**config.mk**
```make
export PLATFORM = sky130hd
export DESIGN_NAME = fvcw_step
export DESIGN_NICKNAME = d
export VERILOG_FILES = /design/src/rtl/core/fvcw_pkg.sv /design/src/rtl/core/fvcw_step.sv
export SDC_FILE = /design/constraint.sdc
export NUM_CORES = 1
export LEC_CHECK = 0
export BUFFER_PORTS_ARGS = -buffer_cell sky130_fd_sc_hd__buf_2
export CELL_PAD_IN_SITES_DETAIL_PLACEMENT = 2
export CELL_PAD_IN_SITES_GLOBAL_PLACEMENT = 2
export CORE_ASPECT_RATIO = 1.25
export CORE_MARGIN = 3
export CORE_UTILIZATION = 35
export CTS_CLUSTER_DIAMETER = 50
export CTS_CLUSTER_SIZE = 25
export DETAILED_ROUTE_END_ITERATION = 6
export PLACE_DENSITY_LB_ADDON = 0.08
export REMOVE_ABC_BUFFERS = 1
export SYNTH_ARGS = -nofsm -noshare
export SYNTH_HDL_FRONTEND = slang
export SYNTH_SLANG_ARGS = --single-unit
```
**constraint.sdc**
```tcl
create_clock -name clk -period 7.49 [get_ports clk]
set_input_delay 0.749 -clock clk [delete_from_list [all_inputs] [get_ports clk]]
set_output_delay 0.749 -clock clk [all_outputs]
set_load 0.05 [all_outputs]
```
**src/rtl/core/fvcw_pkg.sv**
```systemverilog
// ----------------------------------------------------------------------------
// fvcw_pkg
// Types and constant tables of the flow vector color wheel.
// ----------------------------------------------------------------------------
package fvcw_pkg;

  localparam int RY = 15;
  localparam int YG = 6;
  localparam int GC = 4;
  localparam int CB = 11;
  localparam int BM = 13;
  localparam int MR = 6;
  localparam int WHEEL_LEN = RY + YG + GC + CB + BM + MR;
  localparam int CORDIC_STEPS = 16;
  localparam int SQRT_STEPS = 17;
  localparam logic [15:0] INV_RESET = 16'd256;
  localparam logic [23:0] FULL_SCALE = 24'(255 * 65536);

  // Arctangent of 2^-i in units of 2^-20 turn
  localparam logic [19:0] ATAN_TURNS [CORDIC_STEPS] = '{
    20'd131072, 20'd77376, 20'd40884, 20'd20753, 20'd10417, 20'd5213,
    20'd2607, 20'd1304, 20'd652, 20'd326, 20'd163, 20'd81, 20'd41,
    20'd20, 20'd10, 20'd5
  };

  // Wheel entries as {red, green, blue}
  localparam logic [23:0] WHEEL [WHEEL_LEN] = '{
    // red to yellow
    {8'd255, 8'd0, 8'd0}, {8'd255, 8'd17, 8'd0}, {8'd255, 8'd34, 8'd0},
    {8'd255, 8'd51, 8'd0}, {8'd255, 8'd68, 8'd0}, {8'd255, 8'd85, 8'd0},
    {8'd255, 8'd102, 8'd0}, {8'd255, 8'd119, 8'd0}, {8'd255, 8'd136, 8'd0},
    {8'd255, 8'd153, 8'd0}, {8'd255, 8'd170, 8'd0}, {8'd255, 8'd187, 8'd0},
    {8'd255, 8'd204, 8'd0}, {8'd255, 8'd221, 8'd0}, {8'd255, 8'd238, 8'd0},
    // yellow to green
    {8'd255, 8'd255, 8'd0}, {8'd213, 8'd255, 8'd0}, {8'd170, 8'd255, 8'd0},
    {8'd128, 8'd255, 8'd0}, {8'd85, 8'd255, 8'd0}, {8'd43, 8'd255, 8'd0},
    // green to cyan
    {8'd0, 8'd255, 8'd0}, {8'd0, 8'd255, 8'd63}, {8'd0, 8'd255, 8'd127},
    {8'd0, 8'd255, 8'd191},
    // cyan to blue
    {8'd0, 8'd255, 8'd255}, {8'd0, 8'd232, 8'd255}, {8'd0, 8'd209, 8'd255},
    {8'd0, 8'd186, 8'd255}, {8'd0, 8'd163, 8'd255}, {8'd0, 8'd140, 8'd255},
    {8'd0, 8'd116, 8'd255}, {8'd0, 8'd93, 8'd255}, {8'd0, 8'd70, 8'd255},
    {8'd0, 8'd47, 8'd255}, {8'd0, 8'd24, 8'd255},
    // blue to magenta
    {8'd0, 8'd0, 8'd255}, {8'd19, 8'd0, 8'd255}, {8'd39, 8'd0, 8'd255},
    {8'd58, 8'd0, 8'd255}, {8'd78, 8'd0, 8'd255}, {8'd98, 8'd0, 8'd255},
    {8'd117, 8'd0, 8'd255}, {8'd137, 8'd0, 8'd255}, {8'd156, 8'd0, 8'd255},
    {8'd176, 8'd0, 8'd255}, {8'd196, 8'd0, 8'd255}, {8'd215, 8'd0, 8'd255},
    {8'd235, 8'd0, 8'd255},
    // magenta to red
    {8'd255, 8'd0, 8'd255}, {8'd255, 8'd0, 8'd213}, {8'd255, 8'd0, 8'd170},
    {8'd255, 8'd0, 8'd128}, {8'd255, 8'd0, 8'd85}, {8'd255, 8'd0, 8'd43}
  };

  // State of one pixel inside the angle/radius pipeline
  typedef struct packed {
    logic               valid;
    logic               flow_valid;
    logic               zero_inv;
    logic               in_circle;
    logic signed [35:0] x;
    logic signed [35:0] y;
    logic [19:0]        z;
    logic [18:0]        rem;
    logic [16:0]        root;
    logic [33:0]        radicand;
  } fvcw_iter_t;

endpackage

```
**src/rtl/core/fvcw_step.sv**
```systemverilog
// ----------------------------------------------------------------------------
// fvcw_step
// One pipeline stage: one digit of the radius square root and, for STEP below
// CORDIC_STEPS, one rotation of the angle CORDIC.
// ----------------------------------------------------------------------------
module fvcw_step #(
  parameter int STEP = 0
) (
  input  logic                 clk,
  input  logic                 rst_n,
  input  logic                 en,
  input  fvcw_pkg::fvcw_iter_t d,
  output fvcw_pkg::fvcw_iter_t q
);
  import fvcw_pkg::*;

  localparam logic [19:0] ATAN_STEP = ATAN_TURNS[STEP % CORDIC_STEPS];

  fvcw_iter_t  q_r, q_nxt;
  logic [20:0] rem_sh;
  logic [20:0] trial;

  always_comb begin
    q_nxt = d;

    // Rotate toward the x axis; a vector on the axis stays put
    if (STEP < CORDIC_STEPS) begin
      if (!d.y[35] && (d.y != '0)) begin
        q_nxt.x = d.x + (d.y >>> STEP);
        q_nxt.y = d.y - (d.x >>> STEP);
        q_nxt.z = d.z + ATAN_STEP;
      end else if (d.y[35]) begin
        q_nxt.x = d.x - (d.y >>> STEP);
        q_nxt.y = d.y + (d.x >>> STEP);
        q_nxt.z = d.z - ATAN_STEP;
      end
    end

    // Restoring square root digit
    rem_sh = {d.rem, d.radicand[33:32]};
    trial  = {2'b00, d.root, 2'b01};
    q_nxt.radicand = {d.radicand[31:0], 2'b00};
    if (rem_sh >= trial) begin
      q_nxt.rem  = 19'(rem_sh - trial);
      q_nxt.root = {d.root[15:0], 1'b1};
    end else begin
      q_nxt.rem  = rem_sh[18:0];
      q_nxt.root = {d.root[15:0], 1'b0};
    end
  end

  always_ff @(posedge clk) begin
    if (!rst_n) begin
      q_r.valid <= 1'b0;
    end else if (en) begin
      q_r <= q_nxt;
    end
  end

  assign q = q_r;

endmodule

```
==> results.md <==
- Status: completed
- Design area: 15700 um2
- Cts hold-fix bufs: 0
- DR WL/cell: 24.2 um
- CTS Buffer Depth: 2
- Clock Latency Late Sink: 450 ps
- Yosys warns: 0
- Leakage: 0.00693 uW
- Setup TNS: 0 ps
- Worst r2r src: q[165]
- Synth area leaders: edfxtp_1 (38%), ha_1 (12%), xnor2_1 (5.4%), a21oi_1 (5.3%), inv_1 (3.7%)
- DRC: 0
- Startpoint types: input pin
- Fillers: 4113
- Ports: 335
- RSZ-0062 raised after global routing: no
- Sequential-to-total area share from yosys stat: 37.7%
- Multi-input logic area: 7350 um2
- Area delta synth->final: 20.8%
- Mapped Area: 13000 um2
- Final setup viols: 0
- Crit-path cells: buf_2 -> inv_1 -> ha_1 -> fa_1 -> nor2b_1 -> o31a_1 -> nor3_1 -> o21a_1 -> o311ai_0 -> a311oi_1 -> o221ai_1 -> a41oi_1 -> a221oi_1 -> a21oi_1
- Worst VDD drop: 157 uV
- Gpl congestion: 0.931
- Seq. cell area: 4910 um2
- Hold WC Path Type: in -> reg
- DRT Pass-1 Iters: 5
- Layout Skew: 0 ps
- I/O Buffers: 332
- Net Sw Frac: 40.9%
- Critical Path AT: 4760 ps
- FP Rows: 78
- Net switching power: 1350 uW
- Post-detail-place hpwl: 42300 um
- P_int: 1950 uW
- H-tree depth: 4
- Initial antenna violation count: 0
- Worst-path clk slew: 80 ps
- Max reg flops: 164
- Yosys top cell by area: edfxtp_1
- Vias per cell: 5.55
- Post-Place Worst Slack: 2570 ps
- Sequential share of power: 34.6%
- Combinational power share: 37.5%
- Vias: 12200
- Vias in the first global route: 13300
- Crit path time final: 4570 ps
- Critical path type: in -> reg
- Crit share post-route: 61.0%
- Yosys reg bits: 164
- Worst path top cell family by delay: compound AO/OA/AOI/OAI gates
- Tot GR Track Use: 26.6%
- Antenna-violating nets left: 0
- Global-route wire length before repair: 80200 um
- Starting density of the core: 35.7%
- Post-synth top area share: 37.6%
- CP max stage delay: 720 ps
- Drt total wl: 53500 um
- Synth Flop Type: edfxtp_1
- Crit path setup slack, layout: 2920 ps
- Hold_ws: 464 ps
- Placed cells: 2173
- Gates resized, CTS repair: 0
- Cts bufs inserted: 17
- Power share of the clock group: 27.9%
- Yosys cell types: 76
- Postcts setup bufs: 0
- Placed cell area: 15100 um2
- Worst-path fanout max: 4
- Cell count after synthesis: 1415
- Pins over their slew limit: 0
- Die Area: 39600 um2
- F_max: 219 MHz
- Max-Cap Viols: 0
- Clk sink count: 164
- Slew @ Worst Pin: 1240 ps
- Layout cell share with drive strength beyond 1: 23.9%
- Slew HR: 17.4%
- Total gr overflow: 0
- Antenna Cells: 0
- Critical Path RT: 7680 ps
- Core Box Area: 36500 um2
- Root Driver: clkbuf_16
- Non-filler instance count after layout: 2205
- Min-Delay Startpoint: d[26]
- Die height: 222 um
- Nets: 2010
- Asr flop ratio synth: 0%
- Avg Cell Area, Syn: 9.21 um2
- Initial DRC count: 528
- Slowest cell on crit path: o311ai_0
- Number of synthesized flops with an enable pin: 163
- Crit path capture type: flip-flop
- Crit path from: d[90]
- CP Buf/Inv Count: 2
- Die W: 179 um
- Hold Fails Final Rpt: 0
- Cell Pwr Density: 210 nW/um2
- Largest net degree at the start of global routing: 71
- CTS tree: yes
cells by family after synthesis:
kind of cell	Yosys count	synth area share (%)
muxes	37	3.01
adders and majority gates	129	12.6
DFF	164	37.7
xor gates and xnor gates	91	6.12
other	1	0.0288
AOI/OAI and AO/OA	447	22.1
buffers and inverters	199	5.93
and+or+nand+nor	347	12.5
cell usage after synthesis, types with 4 or more instances:
cell type and instances:
edfxtp_1 163, a21oi_1 138, inv_1 129, ha_1 126, nor2_1 108, o21ai_0 95, nand2_1 90, xnor2_1 80
clkbuf_1 52, a21o_1 33, nor3_1 30, o21bai_1 25, nand3_1 24, mux2i_1 19, mux2_2 17, nor4_1 17
o31ai_1 17, a211oi_1 15, nor2b_1 15, a31oi_1 14, o21a_1 13, nand2b_1 12, o22ai_1 12, xor2_1 11
nand4_1 10, and3_1 9, a221oi_1 8, buf_1 7, o211ai_1 7, or2_2 7, a211o_1 6, and2_1 6
o311ai_0 6, or4_1 6, a21boi_0 5, or3_1 5, a221o_1 4, a22o_1 4, a311oi_1 4, o22a_1 4
o31a_1 4
cells in the final DEF (no fill, tap or decap), types with 13 or more instances in the layout:
cell,n
o21ai_0,95
o31ai_1,17
a31oi_1,14
a21o_1,33
xnor2_1,80
nor2b_1,15
inv_1,129
ha_1,126
a21oi_1,138
mux2i_1,19
clkbuf_16,17
edfxtp_1,163
nor4_1,17
nand3_1,24
nor3_1,30
nand2_1,90
o21a_1,13
nor2_1,107
buf_2,332
mux2_2,17
o21bai_1,25
a211oi_1,15
worst reg2reg max path, delay by kind of cell, from the launching register on:
kind / cells / cell delay (ps)
DFF: 1 / 320
and+or+nand+nor: 1 / 60
muxes: 1 / 130
power by group through the flow:
stage / clock network (uW) / logic (uW) / registers (uW)
CTS: 951 / 1240 / 1150
floorplan: 0 / 562 / 1450
global route: 981 / 1340 / 1150
finish: 923 / 1240 / 1140
global placement: 0 / 1210 / 1160
detailed placement: 0 / 1230 / 1160
through the flow:
| step | power (uW) | util (%) |
|---|---|---|
| finish | 3310 | 43.1 |
| global route | 3470 | 43.1 |
| detailed placement | 2400 | 41.4 |
| global placement | 2370 | 41.4 |
| floorplan | 2010 | - |
| CTS | 3340 | 43.1 |
metal layers:
| metal | vias up | global-route usage, % | share of wire (%) |
|---|---|---|---|
| li1 | 5712 | - | - |
| met1 | 6121 | 29.6 | 38 |
| met2 | 312 | 49.9 | 54 |
| met3 | 95 | 3.24 | 3.6 |
| met4 | 0 | 11.2 | 4.0 |
| met5 | - | 0 | 0 |
layout make-up:
cell class,instances,area share [%]
repair buffers,343,11.1
inverters,133,3.17
multi-input cells,1053,46.7
flip-flops and latches,164,31.2
clock inverters,15,1.26
well taps,480,3.82
clock buffers,17,2.70
path summary, 6_finish.rpt:
path / cells past startpoint / endpoint / slack (ps)
max: 14 / q[124] / 2920
min: 1 / q[28] / 460
max reg2reg: 2 / q[165] / 6880
min reg2reg: 2 / q[165] / 540
No activity file was read; power rests on OpenSTA's default activity.
